===== src/rtl/ndt_pkg.sv =====
`default_nettype none
// ----------------------------------------------------------------------------
// ndt_pkg
// Shared types, codes and constants of the neighbour discovery table.
// ----------------------------------------------------------------------------
package ndt_pkg;

    localparam int MAX_NEIGHBOURS_DEFAULT = 32;
    localparam int QUEUE_DEPTH            = 2;
    localparam int QUEUE_PTR_W            = (QUEUE_DEPTH > 1) ? $clog2(QUEUE_DEPTH) : 1;
    localparam int QUEUE_CNT_W            = $clog2(QUEUE_DEPTH + 1);

    localparam logic signed [7:0] RSSI_THRESHOLD_RESET = -8'sd80;

    localparam logic [1:0] CMD_FRAME  = 2'd0;
    localparam logic [1:0] CMD_CLEAR  = 2'd1;
    localparam logic [1:0] CMD_LOOKUP = 2'd2;

    localparam logic [7:0] TYPE_HELLO     = 8'd1;
    localparam logic [7:0] TYPE_HELLO_ACK = 8'd2;

    localparam logic [2:0] ST_ADDED   = 3'd0;
    localparam logic [2:0] ST_KNOWN   = 3'd1;
    localparam logic [2:0] ST_WEAK    = 3'd2;
    localparam logic [2:0] ST_FULL    = 3'd3;
    localparam logic [2:0] ST_IGNORED = 3'd4;
    localparam logic [2:0] ST_CLEARED = 3'd5;
    localparam logic [2:0] ST_HIT     = 3'd6;
    localparam logic [2:0] ST_MISS    = 3'd7;

    // operations handed from the front end to the table engine
    localparam logic [1:0] OP_INSERT = 2'd0;
    localparam logic [1:0] OP_CLEAR  = 2'd1;
    localparam logic [1:0] OP_LOOKUP = 2'd2;
    localparam logic [1:0] OP_REPORT = 2'd3;

    typedef struct packed {
        logic [1:0]        cmd;
        logic [15:0]       sender_address;
        logic [7:0]        message_type;
        logic signed [7:0] signal_strength;
        logic [4:0]        peer_index;
    } in_item_t;

    typedef struct packed {
        logic [2:0]  status;
        logic        ack_request;
        logic [15:0] ack_address;
        logic [15:0] lookup_address;
        logic [5:0]  neighbour_count;
    } out_item_t;

    typedef struct packed {
        logic [1:0]  op;
        logic [2:0]  status;
        logic        ack;
        logic [15:0] address;
        logic [4:0]  index;
    } job_t;

endpackage
`default_nettype wire


===== src/rtl/ndt_ram.sv =====
`default_nettype none
// ----------------------------------------------------------------------------
// ndt_ram
// Generic single-write, single-read RAM with registered read data.
// ----------------------------------------------------------------------------
module ndt_ram #(
    parameter int WIDTH  = 16,
    parameter int DEPTH  = 32,
    parameter int ADDR_W = (DEPTH > 1) ? $clog2(DEPTH) : 1
) (
    input  wire logic              clk,
    input  wire logic              wr_en,
    input  wire logic [ADDR_W-1:0] wr_addr,
    input  wire logic [WIDTH-1:0]  wr_data,
    input  wire logic              rd_en,
    input  wire logic [ADDR_W-1:0] rd_addr,
    output logic      [WIDTH-1:0]  rd_data
);

    logic [WIDTH-1:0] mem [DEPTH];

    always_ff @(posedge clk)
    begin
        if (wr_en)
        begin
            mem[wr_addr] <= wr_data;
        end
        if (rd_en)
        begin
            rd_data <= mem[rd_addr];
        end
    end

endmodule
`default_nettype wire


===== src/rtl/ndt_front.sv =====
`default_nettype none
// ----------------------------------------------------------------------------
// ndt_front
// Accepts commands, holds the RSSI threshold and classifies each command
// into a job for the table engine.
// ----------------------------------------------------------------------------
module ndt_front (
    input  wire logic             clk,
    input  wire logic             rst_n,
    input  wire logic             start,
    input  wire ndt_pkg::in_item_t item,
    output logic                  busy,
    input  wire logic             cfg_valid,
    output logic                  cfg_ready,
    input  wire logic [7:0]       cfg_data,
    input  wire logic             queue_full,
    output logic                  push,
    output ndt_pkg::job_t         job
);
    import ndt_pkg::*;

    logic signed [7:0] threshold_reg;

    assign cfg_ready = 1'b1;
    assign busy      = queue_full;
    assign push      = start && !queue_full;

    always_ff @(posedge clk or negedge rst_n)
    begin
        if (!rst_n)
        begin
            threshold_reg <= RSSI_THRESHOLD_RESET;
        end
        else if (cfg_valid && cfg_ready)
        begin
            threshold_reg <= $signed(cfg_data);
        end
    end

    always_comb
    begin
        job.op      = OP_REPORT;
        job.status  = ST_IGNORED;
        job.ack     = 1'b0;
        job.address = item.sender_address;
        job.index   = item.peer_index;
        unique case (item.cmd)
            CMD_FRAME:
            begin
                if (item.sender_address != 16'd0)
                begin
                    if (item.message_type == TYPE_HELLO)
                    begin
                        if ($signed(item.signal_strength) > threshold_reg)
                        begin
                            job.op  = OP_INSERT;
                            job.ack = 1'b1;
                        end
                        else
                        begin
                            job.status = ST_WEAK;
                        end
                    end
                    else if (item.message_type == TYPE_HELLO_ACK)
                    begin
                        job.op = OP_INSERT;
                    end
                end
            end
            CMD_CLEAR:  job.op = OP_CLEAR;
            CMD_LOOKUP: job.op = OP_LOOKUP;
            default:    job.op = OP_REPORT;
        endcase
    end

endmodule
`default_nettype wire


===== src/rtl/ndt_queue.sv =====
`default_nettype none
// ----------------------------------------------------------------------------
// ndt_queue
// Short job queue between the front end and the table engine.
// ----------------------------------------------------------------------------
module ndt_queue (
    input  wire logic          clk,
    input  wire logic          rst_n,
    input  wire logic          push,
    input  wire ndt_pkg::job_t push_job,
    input  wire logic          pop,
    output ndt_pkg::job_t      head,
    output logic               empty,
    output logic               full
);
    import ndt_pkg::*;

    job_t                   slot_reg [QUEUE_DEPTH];
    logic [QUEUE_PTR_W-1:0] wr_ptr_reg;
    logic [QUEUE_PTR_W-1:0] rd_ptr_reg;
    logic [QUEUE_CNT_W-1:0] count_reg;

    assign empty = (count_reg == QUEUE_CNT_W'(0));
    assign full  = (count_reg == QUEUE_CNT_W'(QUEUE_DEPTH));
    assign head  = slot_reg[rd_ptr_reg];

    always_ff @(posedge clk)
    begin
        if (push)
        begin
            slot_reg[wr_ptr_reg] <= push_job;
        end
    end

    always_ff @(posedge clk or negedge rst_n)
    begin
        if (!rst_n)
        begin
            wr_ptr_reg <= '0;
            rd_ptr_reg <= '0;
            count_reg  <= '0;
        end
        else
        begin
            if (push)
            begin
                wr_ptr_reg <= (wr_ptr_reg == QUEUE_PTR_W'(QUEUE_DEPTH - 1)) ? '0
                                                                              : wr_ptr_reg + 1'b1;
            end
            if (pop)
            begin
                rd_ptr_reg <= (rd_ptr_reg == QUEUE_PTR_W'(QUEUE_DEPTH - 1)) ? '0
                                                                              : rd_ptr_reg + 1'b1;
            end
            if (push && !pop)
            begin
                count_reg <= count_reg + 1'b1;
            end
            else if (pop && !push)
            begin
                count_reg <= count_reg - 1'b1;
            end
        end
    end

endmodule
`default_nettype wire


===== src/rtl/ndt_back.sv =====
`default_nettype none
// ----------------------------------------------------------------------------
// ndt_back
// Table engine: walks the stored entries one per cycle, appends new senders,
// serves lookups and clears, and drives the result strobe.
// ----------------------------------------------------------------------------
module ndt_back #(
    parameter int MAX_NEIGHBOURS = ndt_pkg::MAX_NEIGHBOURS_DEFAULT
) (
    input  wire logic          clk,
    input  wire logic          rst_n,
    input  wire logic          queue_empty,
    input  wire ndt_pkg::job_t queue_head,
    output logic               pop,
    output logic               done,
    output ndt_pkg::out_item_t result
);
    import ndt_pkg::*;

    localparam int CW = $clog2(MAX_NEIGHBOURS + 1);
    localparam int AW = (MAX_NEIGHBOURS > 1) ? $clog2(MAX_NEIGHBOURS) : 1;
    localparam int IW = (CW > 5) ? CW : 5;

    localparam logic [1:0] S_IDLE = 2'd0;
    localparam logic [1:0] S_SCAN = 2'd1;
    localparam logic [1:0] S_LOOK = 2'd2;

    logic [1:0]    state_reg, state_next;
    job_t          job_reg, job_next;
    logic [CW-1:0] count_reg, count_next;
    logic [CW-1:0] rd_idx_reg, rd_idx_next;
    logic          cmp_valid_reg, cmp_valid_next;
    logic          cmp_last_reg, cmp_last_next;
    logic          done_reg, done_next;
    out_item_t     result_reg, result_next;

    logic          ram_wr_en;
    logic          ram_rd_en;
    logic [AW-1:0] ram_rd_addr;
    logic [15:0]   ram_rd_data;
    logic          issue;
    logic          lookup_hit;
    logic          table_full;
    logic [IW-1:0] head_idx_w;

    ndt_ram #(
        .WIDTH  (16),
        .DEPTH  (MAX_NEIGHBOURS),
        .ADDR_W (AW)
    ) u_ram (
        .clk     (clk),
        .wr_en   (ram_wr_en),
        .wr_addr (count_reg[AW-1:0]),
        .wr_data (job_next.address),
        .rd_en   (ram_rd_en),
        .rd_addr (ram_rd_addr),
        .rd_data (ram_rd_data)
    );

    assign pop        = (state_reg == S_IDLE) && !queue_empty;
    assign issue      = (rd_idx_reg < count_reg);
    assign table_full = (count_reg == CW'(MAX_NEIGHBOURS));
    assign head_idx_w = IW'(queue_head.index);
    assign lookup_hit = (head_idx_w < IW'(count_reg));
    assign done       = done_reg;
    assign result     = result_reg;

    always_comb
    begin
        state_next     = state_reg;
        job_next       = job_reg;
        count_next     = count_reg;
        rd_idx_next    = rd_idx_reg;
        cmp_valid_next = 1'b0;
        cmp_last_next  = 1'b0;
        done_next      = 1'b0;
        result_next    = '0;
        ram_wr_en      = 1'b0;
        ram_rd_en      = 1'b0;
        ram_rd_addr    = rd_idx_reg[AW-1:0];

        unique case (state_reg)
            S_IDLE:
            begin
                if (pop)
                begin
                    job_next = queue_head;
                    case (queue_head.op)
                        OP_INSERT:
                        begin
                            if (count_reg == CW'(0))
                            begin
                                ram_wr_en          = 1'b1;
                                count_next         = count_reg + 1'b1;
                                done_next          = 1'b1;
                                result_next.status = ST_ADDED;
                                if (queue_head.ack)
                                begin
                                    result_next.ack_request = 1'b1;
                                    result_next.ack_address = queue_head.address;
                                end
                            end
                            else
                            begin
                                rd_idx_next = '0;
                                state_next  = S_SCAN;
                            end
                        end
                        OP_CLEAR:
                        begin
                            count_next         = '0;
                            done_next          = 1'b1;
                            result_next.status = ST_CLEARED;
                        end
                        OP_LOOKUP:
                        begin
                            if (lookup_hit)
                            begin
                                ram_rd_en   = 1'b1;
                                ram_rd_addr = AW'(head_idx_w);
                                state_next  = S_LOOK;
                            end
                            else
                            begin
                                done_next          = 1'b1;
                                result_next.status = ST_MISS;
                            end
                        end
                        default:
                        begin
                            done_next          = 1'b1;
                            result_next.status = queue_head.status;
                        end
                    endcase
                end
            end
            S_SCAN:
            begin
                // reads run one entry ahead of the compare
                if (issue)
                begin
                    ram_rd_en      = 1'b1;
                    rd_idx_next    = rd_idx_reg + 1'b1;
                    cmp_valid_next = 1'b1;
                    cmp_last_next  = (rd_idx_reg == count_reg - 1'b1);
                end
                if (cmp_valid_reg)
                begin
                    if (ram_rd_data == job_reg.address)
                    begin
                        done_next          = 1'b1;
                        result_next.status = ST_KNOWN;
                        cmp_valid_next     = 1'b0;
                        state_next         = S_IDLE;
                    end
                    else if (cmp_last_reg)
                    begin
                        done_next      = 1'b1;
                        cmp_valid_next = 1'b0;
                        state_next     = S_IDLE;
                        if (table_full)
                        begin
                            result_next.status = ST_FULL;
                        end
                        else
                        begin
                            ram_wr_en          = 1'b1;
                            count_next         = count_reg + 1'b1;
                            result_next.status = ST_ADDED;
                            if (job_reg.ack)
                            begin
                                result_next.ack_request = 1'b1;
                                result_next.ack_address = job_reg.address;
                            end
                        end
                    end
                end
            end
            S_LOOK:
            begin
                done_next                  = 1'b1;
                result_next.status         = ST_HIT;
                result_next.lookup_address = ram_rd_data;
                state_next                 = S_IDLE;
            end
            default:
            begin
                state_next = S_IDLE;
            end
        endcase

        result_next.neighbour_count = 6'(count_next);
    end

    always_ff @(posedge clk)
    begin
        job_reg    <= job_next;
        result_reg <= result_next;
    end

    always_ff @(posedge clk or negedge rst_n)
    begin
        if (!rst_n)
        begin
            state_reg     <= S_IDLE;
            count_reg     <= '0;
            rd_idx_reg    <= '0;
            cmp_valid_reg <= 1'b0;
            cmp_last_reg  <= 1'b0;
            done_reg      <= 1'b0;
        end
        else
        begin
            state_reg     <= state_next;
            count_reg     <= count_next;
            rd_idx_reg    <= rd_idx_next;
            cmp_valid_reg <= cmp_valid_next;
            cmp_last_reg  <= cmp_last_next;
            done_reg      <= done_next;
        end
    end

endmodule
`default_nettype wire


===== src/rtl/neighbour_discovery_table.sv =====
`default_nettype none
// ----------------------------------------------------------------------------
// neighbour_discovery_table
// Table of neighbour addresses filled from received HELLO / HELLO_ACK frames.
// ----------------------------------------------------------------------------
// A command is taken when start is high and busy is low; a two-entry job queue
// sits behind the command port, so busy rises only when two commands are
// waiting. Every command gives exactly one result, shown on result for a single
// cycle with done high; it cannot be held off, so sample it when done is seen.
// Commands are served in order. A frame that must be looked up in the table
// walks the stored entries one per cycle through the table RAM's read port,
// stopping early on a match. The RSSI threshold is written through the
// cfg channel, which is always ready; write it only while no command is open.
// ----------------------------------------------------------------------------
module neighbour_discovery_table #(
    parameter int MAX_NEIGHBOURS = ndt_pkg::MAX_NEIGHBOURS_DEFAULT
) (
    input  wire logic              clk,
    input  wire logic              rst_n,
    input  wire logic              start,
    input  wire ndt_pkg::in_item_t item,
    output logic                   busy,
    output logic                   done,
    output ndt_pkg::out_item_t     result,
    input  wire logic              cfg_valid,
    output logic                   cfg_ready,
    input  wire logic [7:0]        cfg_data
);
    import ndt_pkg::*;

    job_t push_job;
    job_t head_job;
    logic push;
    logic pop;
    logic queue_empty;
    logic queue_full;

    ndt_front u_front (
        .clk        (clk),
        .rst_n      (rst_n),
        .start      (start),
        .item       (item),
        .busy       (busy),
        .cfg_valid  (cfg_valid),
        .cfg_ready  (cfg_ready),
        .cfg_data   (cfg_data),
        .queue_full (queue_full),
        .push       (push),
        .job        (push_job)
    );

    ndt_queue u_queue (
        .clk      (clk),
        .rst_n    (rst_n),
        .push     (push),
        .push_job (push_job),
        .pop      (pop),
        .head     (head_job),
        .empty    (queue_empty),
        .full     (queue_full)
    );

    ndt_back #(
        .MAX_NEIGHBOURS (MAX_NEIGHBOURS)
    ) u_back (
        .clk         (clk),
        .rst_n       (rst_n),
        .queue_empty (queue_empty),
        .queue_head  (head_job),
        .pop         (pop),
        .done        (done),
        .result      (result)
    );

endmodule
`default_nettype wire


===== config.mk =====
export PLATFORM = sky130hd
export DESIGN_NAME = neighbour_discovery_table
export DESIGN_NICKNAME = d
export VERILOG_FILES = /design/src/rtl/ndt_pkg.sv /design/src/rtl/ndt_ram.sv /design/src/rtl/ndt_front.sv /design/src/rtl/ndt_queue.sv /design/src/rtl/ndt_back.sv /design/src/rtl/neighbour_discovery_table.sv
export SDC_FILE = /design/constraint.sdc
export NUM_CORES = 1
export LEC_CHECK = 0
export BUFFER_PORTS_ARGS = -buffer_cell sky130_fd_sc_hd__buf_4
export CORE_MARGIN = 10
export CORE_UTILIZATION = 46
export CTS_BUF_LIST = sky130_fd_sc_hd__clkbuf_4 sky130_fd_sc_hd__clkbuf_8
export DETAILED_ROUTE_END_ITERATION = 16
export PLACE_DENSITY = 0.59
export SLEW_MARGIN = 20
export SYNTH_ARGS = -nofsm -noshare
export SYNTH_HDL_FRONTEND = slang
export SYNTH_SLANG_ARGS = --single-unit

===== constraint.sdc =====
create_clock -name clk -period 3.84 [get_ports clk]
set_clock_uncertainty 0.1 [all_clocks]
set_input_delay 0.576 -clock clk [delete_from_list [all_inputs] [get_ports clk]]
set_output_delay 0.576 -clock clk [all_outputs]
set_load 0.03 [all_outputs]

Yosys cells after proc, flatten, opt, wreduce, memory -nomap -nowiden
Memories as Yosys holds them, arrays and structs flattened. A register that Yosys moved wholly into a read port is not among the register bits.
Index checks and enable logic that the tools add are counted.

cells by class
  $add $sub $neg = 7
  $lt $le $gt $ge = 3
  equal/unequal tests = 21
  mux-type cells = 85
  reduce and logical (&&, ||, !) cells = 19

operators with widths
  kind                                                 number
  2-to-1 mux 17 bit                                    6
  2-to-1 mux 6 bit                                     11
  2-to-1 mux 21 bit                                    2
  2-to-1 mux 20 bit                                    2
  one-hot mux 6 bit (2 select lines)                   3
  one-hot mux 17 bit (2 select lines)                  1
  2-to-1 mux 1 bit                                     29
  2-to-1 mux 2 bit                                     12
  2-to-1 mux 5 bit                                     4
  2-to-1 mux 19 bit                                    1
  one-hot mux 3 bit (3 select lines)                   2
  equality test 16 bit                                 1
  nonzero test 16 bit                                  1
  adder 6 x 1 -> 6 bit, second input constant          2
  2-to-1 mux 3 bit                                     3
  equality test 2 bit, second input constant           4
  equality test 8 x 1 -> 1 bit, second input constant  1
  equality test 8 x 2 -> 1 bit, second input constant  1
  > comparator 8 bit                                   1
  zero test 2 bit                                      4
  2-to-1 mux 4 bit                                     2
  one-hot mux 2 bit (2 select lines)                   2
  equality test 2 x 1 -> 1 bit, second input constant  3
  equality test 6 bit                                  1
  other kinds (22)                                     36

storage, ports and cells
  register bits = 93
  memory bits (writable) = 566
  input bits = 51
  output and inout bits = 45
  logic and storage cells = 155
  memories = 2

memories
  memory            depth  bits a word  rd ports  clocked after memory_dff  wr ports  RTL line         source
  u_back.u_ram.mem  32     16           1         1                         1         ndt_ram.sv:20    logic [WIDTH-1:0] mem [DEPTH];
  u_queue.slot_reg  2      27           1         0                         1         ndt_queue.sv:18  job_t slot_reg [QUEUE_DEPTH];

Longest topological paths before layout
Gate-level depths: netlist (run 1).

  depth after elaboration = 8
  depth in mapped cells = 15
  gate-level depth less buffers = 12

Hierarchy
A second synthesis (run 1) with hierarchy kept.

unflattened totals
  cell total of the unflattened synthesis = 1702
  area total of the unflattened synthesis = 27236.1 sq um

by module, submodules not included
  module     instances  cells an instance  area an instance (sq um)  sequential area each (sq um)
  ndt_ram    1          1143               20694.8                   15855.2
  ndt_back   1          356                3437.0                    1616.6
  ndt_queue  1          100                2234.6                    1721.7
  ndt_front  1          103                869.6                     203.9

Least setup slack after synthesis (run 1)
OpenSTA, ideal clock, no wires.

  kind = register to register
  from = reg u_queue.rd_ptr_reg
  to = reg u_back.u_ram.rd_data[11], read port of u_back.u_ram.mem, data pin
  setup time = 0.261 ns
  arrival = 3.048 ns
  data required time = 3.479 ns
  path slack = 0.431 ns
  cell stages (with the launch flop) = 15
  path buffers = 2
  clock period less this slack = 3.409 ns
  cells stage by stage = dfrtp_1 buf_6 mux2i_1 inv_1 ha_1 a21oi_1 a21o_1 nand3_2 inv_2 mux2_2 nor2_1 clkbuf_1 nand3_1 o2111ai_1 nor4b_2

on the way
  word-level cells in the longest chain between the ends = 6
  elaborated cells between the ends (all ways) = 11
  those cells by class = order compare: 1; eq/ne: 1; mux: 8; memory: 1

RTL lines
  what                                                                           RTL line         source
  start, declared                                                                ndt_queue.sv:20  logic [QUEUE_PTR_W-1:0] rd_ptr_reg;
  start signal, assigned                                                         ndt_queue.sv:52  rd_ptr_reg <= (rd_ptr_reg == QUEUE_PTR_W'(QUEUE_DEPTH - 1)) ? '0
  memory (2 x 27 bit) *                                                          n/a
  < comparator 5 x 6 -> 1 bit                                                    ndt_back.sv:64   assign lookup_hit = (head_idx_w < IW'(count_reg));
  2-to-1 mux 1 bit / 2-to-1 mux 5 bit (equally long branches)                    ndt_back.sv:117  if (lookup_hit)
  2-to-1 mux 1 bit / 2-to-1 mux 5 bit (equally long branches)                    ndt_back.sv:88   case (queue_head.op)
  2-to-1 mux 1 bit / 2-to-1 mux 5 bit (equally long branches)                    ndt_back.sv:85   if (pop)
  one-hot mux 1 bit (2 select lines) / 2-to-1 mux 5 bit (equally long branches)  ndt_back.sv:82   unique case (state_reg)
  end, declared                                                                  ndt_ram.sv:17    output logic [WIDTH-1:0] rd_data

Every way passes the cells marked *; elsewhere a longest branch is shown, timed or not.
A chain may end at the register's enable or synchronous reset.

Worst setup path in the final report (run 1)
  from = reg u_queue.rd_ptr_reg
  to = reg u_back.u_ram.rd_data[12], read port of u_back.u_ram.mem, data pin

The elaborated chain is that of the path after synthesis.

==> results of run 1 <==
layout make-up:
cell class,instances,area (um^2)
Antenna cell,2,5.005
Clock buffer,160,1977
Clock inverter,33,198.9
Fill cell,4667,25400
Inverter,29,111.4
Multi-Input combinational cell,1109,7079
Sequential cell,668,19340
Tap cell,765,957.2
Timing Repair Buffer,281,2517
placed cells by master, fill, tap and decap left out, types with 13 or more instances in the layout:
| cell | instances |
|---|---|
| a21oi_1 | 22 |
| a32oi_1 | 53 |
| and3_1 | 19 |
| buf_12 | 13 |
| buf_4 | 223 |
| clkbuf_4 | 36 |
| clkbuf_8 | 124 |
| clkinv_1 | 21 |
| dfrtp_1 | 25 |
| dfxtp_1 | 58 |
| dlygate4sd3_1 | 33 |
| edfxtp_1 | 581 |
| ha_1 | 20 |
| inv_1 | 25 |
| mux2i_1 | 91 |
| nand2_1 | 373 |
| nand3_1 | 109 |
| nand4_1 | 29 |
| nor2_1 | 114 |
| o21ai_0 | 38 |
| xor2_1 | 20 |
worst max-delay path, stage by stage (launching register included):
cell	delay, ns
dfrtp_2	0.45
mux2i_2	0.27
inv_2	0.08
ha_4	0.24
and4b_2	0.26
o221a_4	0.15
nor4_4	0.39
or2_4	0.31
buf_12	0.27
nand2_1	0.09
a32oi_1	0.21
buf_4	0.20
nand4_1	0.25
nor3_2	0.18
buf_4	0.13
routing by layer:
metal,track usage (%),part of all wire [%]
met1,28.95,41
met2,36.44,49
met3,4.549,7.5
met4,6.378,2.3
met5,0,0
synthesized netlist by cell type (7+ instances only):
| cell type | instances | share of area (%) |
|---|---|---|
| mux4_2 | 8 | 0.68 |
| and3_1 | 19 | 0.45 |
| o21ai_0 | 38 | 0.71 |
| dfrtp_1 | 26 | 2.4 |
| inv_1 | 26 | 0.37 |
| nor2_1 | 116 | 1.6 |
| ha_1 | 24 | 1.1 |
| o21a_1 | 7 | 0.20 |
| nor3_1 | 11 | 0.21 |
| a21oi_1 | 40 | 0.75 |
| dfxtp_1 | 58 | 4.4 |
| nand2_1 | 373 | 5.3 |
| a211o_1 | 9 | 0.30 |
| and2_1 | 8 | 0.19 |
| a32oi_1 | 60 | 2.0 |
| nand3b_1 | 8 | 0.23 |
| nand3_1 | 110 | 2.1 |
| clkbuf_1 | 31 | 0.44 |
| mux2i_1 | 94 | 3.5 |
| nand4_1 | 29 | 0.68 |
| o2111ai_1 | 11 | 0.36 |
| mux2_2 | 8 | 0.34 |
| buf_4 | 15 | 0.42 |
| buf_6 | 8 | 0.34 |
| nor4b_2 | 9 | 0.51 |
| nor4_1 | 12 | 0.28 |
| buf_2 | 33 | 0.62 |
| edfxtp_1 | 581 | 65 |
| xnor2_1 | 11 | 0.36 |
| xor2_1 | 20 | 0.66 |
report_power, final:
part	total (mW)	leakage, nW	internal, mW	switching (mW)
Clock	6.11	1.16	3.35	2.76
Sequential	10.5	6.04	10.0	0.439
Combinational	9.05	4.26	2.95	6.10
Total	25.6	11.5	16.3	9.30
cells by family after synthesis:
family / count (synthesis) / share of synthesized area (%)
adder cells (fa/ha/maj): 24 / 1.126
multiplexers: 113 / 4.769
AND/OR/NAND/NOR: 735 / 12.76
other: 1 / 0.01407
AO/OA/AOI/OAI: 204 / 5.496
buffers and inverters: 120 / 2.281
flip-flops: 668 / 72.54
XOR/XNOR: 31 / 1.018
metrics by stage:
stage               worst slack, ns  cells  setup TNS (ns)
global route               -0.04740   3046         -0.2203
finish                      0.09264   3047               0
floorplan                    0.4312   1896               0
global placement           -0.01495   2794        -0.01495
detailed placement          -0.1276   2794         -0.3754
CTS                        0.003600   3020               0
worst max-delay path by stage:
stage	start	slack [ns]	endpoint
after global routing	u_queue.rd_ptr_reg$_DFFE_PN0P_	-0.05	u_back.u_ram.rd_data[5]$_DFFE_PP_
final	u_queue.rd_ptr_reg$_DFFE_PN0P_	0.09	u_back.u_ram.rd_data[12]$_DFFE_PP_
after global placement	u_queue.rd_ptr_reg$_DFFE_PN0P_	-0.01	u_back.u_ram.rd_data[1]$_DFFE_PP_
after detailed placement	u_queue.rd_ptr_reg$_DFFE_PN0P_	-0.13	u_back.u_ram.rd_data[1]$_DFFE_PP_
after floorplan	u_queue.rd_ptr_reg$_DFFE_PN0P_	0.43	u_back.u_ram.rd_data[11]$_DFFE_PP_
after CTS	u_queue.rd_ptr_reg$_DFFE_PN0P_	0.004	u_back.u_ram.rd_data[12]$_DFFE_PP_
repair_timing:
action                                 CTS  global route
buffers inserted                         0            19
endpoints found under the hold margin   79             0
gates cloned                             0             6
pin swaps                                2            15
setup endpoints to repair               11            16
gates resized for setup                  3            39
hold buffers                            33             0
==> impl_metrics.yaml, run 1 <==
detailed_routing:
  drt_iter0_drc: 1748
  viasPerCell: 5.630
  drc: 0
  drtAntennaViolNets: 0
  vias: 17160
  drt_wl_total_um: 76070
  wl_per_cell_um: 24.97
  first_pass_iters: 5
worst_setup_path:
  worstSetupStartpointType: "flip-flop"
  crit_type: "reg -> reg"
  endpoint_kind: "flip-flop"
  cp.required_ns: 4.34
  r2r-start: "u_queue.rd_ptr_reg$_DFFE_PN0P_"
  ff2ff_setup_slack_ns: 0.09
  critPathMaxFanout: 41
  crit_arrival_ns: 4.25
  r2r-end: "u_back.u_ram.rd_data[12]$_DFFE_PP_"
  reg2regPathDepth: 14
yosys:
  synth-seq-area-share_pct: 72.54
  syn_area_um2: 26660
  netlist_instances: 1896
  synth_warnings: 0
  yosys_most_used_dff: "edfxtp_1"
  synth_fp_nets: 1971
  synth_edf_count: 581
  syn-mean-instance-area_um2: 14.06
  async_flop_share_pct: 4.341
  yosys_register_bits: 668
  synth_cell_type_count: 75
flow_run:
  maxCapViolCount: 0
finish:
  drive_above_1_share_pct: 22.72
  final_util_pct: 55.89
  stdcell_area_um2: 32180
  area_growth_pct: 20.73
  nets: 2273
  largest_reg_flops: 512
die:
  ios: 96
  rows: 88
  dieArea_um2: 67980
  die_h_um: 260.7
  initial_core_util_pct: 46.29
  fp.dieW_um: 260.7
  core_um2: 57590
clock_tree:
  cts_made_buffers: 109
  cts_max_level: 3
  clock-root-buffer: "clkbuf_8"
  clkLatencyLatePin_ns: 0.74
  cts.sinks: 668
  clk_pin_slew_ns: 0.07
  clockBufferDepth: 3
  cts_tree: "done"
placement:
  place_hpwl_um: 48150
  placement.io_buffers: 94
  place.gp.congestion: 0.8829
  dpl_cell_area_um2: 29130
sta:
  max-slew-margin-rel_pct: 21.95
  finalCritPeriodShare_pct: 97.59
  period_needed_ns: 3.747
  tightestPinTransition_ns: 1.171
  clock.fmax_ghz: 0.2669
  finalMaxSlewViolations: 0
  setup_violations: 0
  timing.hold.ws_ns: 0.08080
  finalHoldViolCount: 0
power_and_ir_drop:
  powerDensity_nw_per_um2: 796.9
  total_power_mw: 25.65
  power_leakage_nw: 11.45
  peakVddDrop_mv: 0.8198
worst_hold_path:
  hold_depth: 2
  min_path_type: "in -> reg"
  hold_end: "u_front.threshold_reg[1]$_DFFE_PN0P_"
  hold_start: "cfg_valid"
global_route:
  grt_util_all_layers_pct: 22.03
  grt_antenna_before_repair: 1
  grt_pass1_vias: 16830
  grt_pass1_wl_um: 110800
  overflow: 0
  grt_max_degree: 81
status:
  outcome: "finished clean"
Power figures use the tool's default switching activity.
==> run 2, diff against run 1 <==
--- a/config.mk
+++ b/config.mk
@@ -6,11 +6,13 @@
 export NUM_CORES = 1
 export LEC_CHECK = 0
 export BUFFER_PORTS_ARGS = -buffer_cell sky130_fd_sc_hd__buf_4
+export CELL_PAD_IN_SITES_DETAIL_PLACEMENT = 1
+export CELL_PAD_IN_SITES_GLOBAL_PLACEMENT = 2
 export CORE_MARGIN = 10
 export CORE_UTILIZATION = 46
 export CTS_BUF_LIST = sky130_fd_sc_hd__clkbuf_4 sky130_fd_sc_hd__clkbuf_8
 export DETAILED_ROUTE_END_ITERATION = 16
-export PLACE_DENSITY = 0.59
+export PLACE_DENSITY = 0.78
 export SLEW_MARGIN = 20
 export SYNTH_ARGS = -nofsm -noshare
 export SYNTH_HDL_FRONTEND = slang
==> run 2 against run 1 <==
Net effect:
- clock power is 3% higher
- routed wire length is 10% higher
- total power is 2.1% higher
- setup slack worse by 0.072 ns
- combinational power is 4.1% higher
- sequential cell count stayed put
- sequential power hardly changed
- maximum frequency is 1.9% lower
- sequential share of layout area is 0.39 points lower
- critical endpoint is now u_back.u_ram.rd_data[14]$_DFFE_PP_
- largest power group unchanged
==> impl_metrics.yaml, run 2 (synthesis results as in run 1) <==
global_route:
  grt_antenna_before_repair: 5
  grt_util_all_layers_pct: 24.33
  grt_pass1_vias: 18670
  grt_max_degree: 36
  grt_pass1_wl_um: 122500
  overflow: 0
clock_tree:
  clock-root-buffer: "clkbuf_8"
  clk_pin_slew_ns: 0.06
  cts.sinks: 668
  clockBufferDepth: 3
  clkLatencyLatePin_ns: 0.76
  cts_tree: "done"
  cts_made_buffers: 108
  cts_max_level: 3
worst_setup_path:
  crit_slowest_cell: "dfrtp_1"
  ff2ff_setup_slack_ns: 0.02
  worstSetupStartpointType: "flip-flop"
  critPathMaxFanout: 9
  crit_type: "reg -> reg"
  cp_common_cell: "buf_6"
  crit_path_max_incr_delay_ns: 0.40
  cp.required_ns: 4.31
  endpoint_kind: "flip-flop"
  path_cells: "buf_6 > mux2_4 > ha_4 > and4b_2 > o221a_4 > buf_6 > nor4_4 > buf_4 > nor2_4 > buf_12 > buf_8 > buf_6 > mux2i_1 > a32oi_1 > nand4_1 > nor3_2"
  crit_arrival_ns: 4.29
finish:
  num-fill-cells: 5589
  nets: 2286
  area_growth_pct: 21.51
  final_cells: 3066
  final_common_cell: "edfxtp_1"
  multi_input_area_um2: 7012
  final_util_pct: 56.25
  drive_above_1_share_pct: 23.63
  final_cell_mix: "edfxtp_1 (581), nand2_1 (372), buf_4 (222), clkbuf_8 (117), nor2_1 (113)"
  largest_reg_flops: 512
  register_area_um2: 19340
  stdcell_area_um2: 32390
detailed_routing:
  drtAntennaViolNets: 0
  first_pass_iters: 5
  drt_wl_total_um: 83750
  vias: 17730
  viasPerCell: 5.783
  drc: 0
  drt_iter0_drc: 1569
  wl_per_cell_um: 27.31
placement:
  placement.io_buffers: 94
  dpl_cell_area_um2: 29220
  place_inst: 2807
  dp_slack_ns: -0.1089
  place.gp.congestion: 0.8474
  place_hpwl_um: 52760
power_and_ir_drop:
  peakVddDrop_mv: 0.4201
  power_leakage_nw: 11.60
  powerDensity_nw_per_um2: 808.0
  total_power_mw: 26.17
sta:
  finalMaxSlewViolations: 0
  setup_violations: 0
  fin_setup_tns_ns: 0
  finalCritPeriodShare_pct: 99.47
  finalHoldViolCount: 0
  rsz0062_at_grt: "true"
  worst_slack_ns: 0.02019
  period_needed_ns: 3.820
  tightestPinTransition_ns: 0.7720
  timing.hold.ws_ns: 0.05300
  max-slew-margin-rel_pct: 48.34
  clock.fmax_ghz: 0.2618
die:
  core_um2: 57590
  dieArea_um2: 67980
  fp.dieW_um: 260.7
  rows: 88
  ios: 96
  die_h_um: 260.7
  initial_core_util_pct: 46.29
worst_hold_path:
  min_path_type: "in -> reg"
flow_run:
  maxCapViolCount: 0
status:
  outcome: "finished clean"
==> run 2: changes by cell type in the layout (fill, tap and decap cells not counted), sizes merged <==
cell      before  now
buf          243  256
bufinv         1    3
clkinv        31   33
clkinvlp       1    3
bufbuf         0    1
clkbuf       165  164
diode          2    3
or2            6    5
==> run 2: layout make-up <==
type,instances,share of cell area [%]
flip-flops and latches,668,59.70
multi-input cells,1108,21.65
repair buffers,296,8.587
clock buffers,158,5.921
well taps,765,2.955
clock inverters,39,0.8343
inverters,29,0.3360
diodes,3,0.02318
==> run 2: timing repair <==
item	in CTS	in global routing
resized for setup	14	41
hold buffers	33	0
gates cloned	3	6
endpoints found under the hold margin	76	0
pin swaps	7	27
endpoints found under the setup margin	11	28
buffers inserted	3	18
==> run 2: routing by layer <==
metal	share of wire, %	up-vias	track usage (%)
met1	41	9179	31.75
met2	49	652	40.45
met3	7.1	150	4.714
met4	2.6	2	7.702
met5	0.016	-	0
li1	-	7748	-
==> run 2: critical path: cells and delay by family (launching register included) <==
kind | cells | cell delay, ns
flip-flops | 1 | 0.40
multiplexers | 2 | 0.46
AO/OA/AOI/OAI | 2 | 0.52
buffers and inverters | 6 | 0.87
AND/OR/NAND/NOR | 5 | 1.10
adder cells (fa/ha/maj) | 1 | 0.22
==> run 2: worst paths after layout <==
check                                                    start                              endpoint  cells past startpoint
worst max register to register  u_queue.rd_ptr_reg$_DFFE_PN0P_    u_back.u_ram.rd_data[14]$_DFFE_PP_                     16
worst min-delay path                                 cfg_valid  u_front.threshold_reg[2]$_DFFE_PN0P_                      2
max in group asynchronous                                rst_n  u_front.threshold_reg[5]$_DFFE_PN1P_                      2
worst max-delay path            u_queue.rd_ptr_reg$_DFFE_PN0P_    u_back.u_ram.rd_data[14]$_DFFE_PP_                     16
min in group asynchronous                                rst_n      u_back.rd_idx_reg[4]$_DFFE_PN0P_                      2
worst min register to register       u_back.job_reg[6]$_DFF_P_             u_back.result[23]$_DFF_P_                      2
==> run 2: where the power goes <==
| group | switching (mW) | total (mW) | internal (mW) |
|---|---|---|---|
| clock | 2.87 | 6.27 | 3.40 |
| sequential | 0.438 | 10.5 | 10.0 |
| combinational | 6.26 | 9.42 | 3.17 |
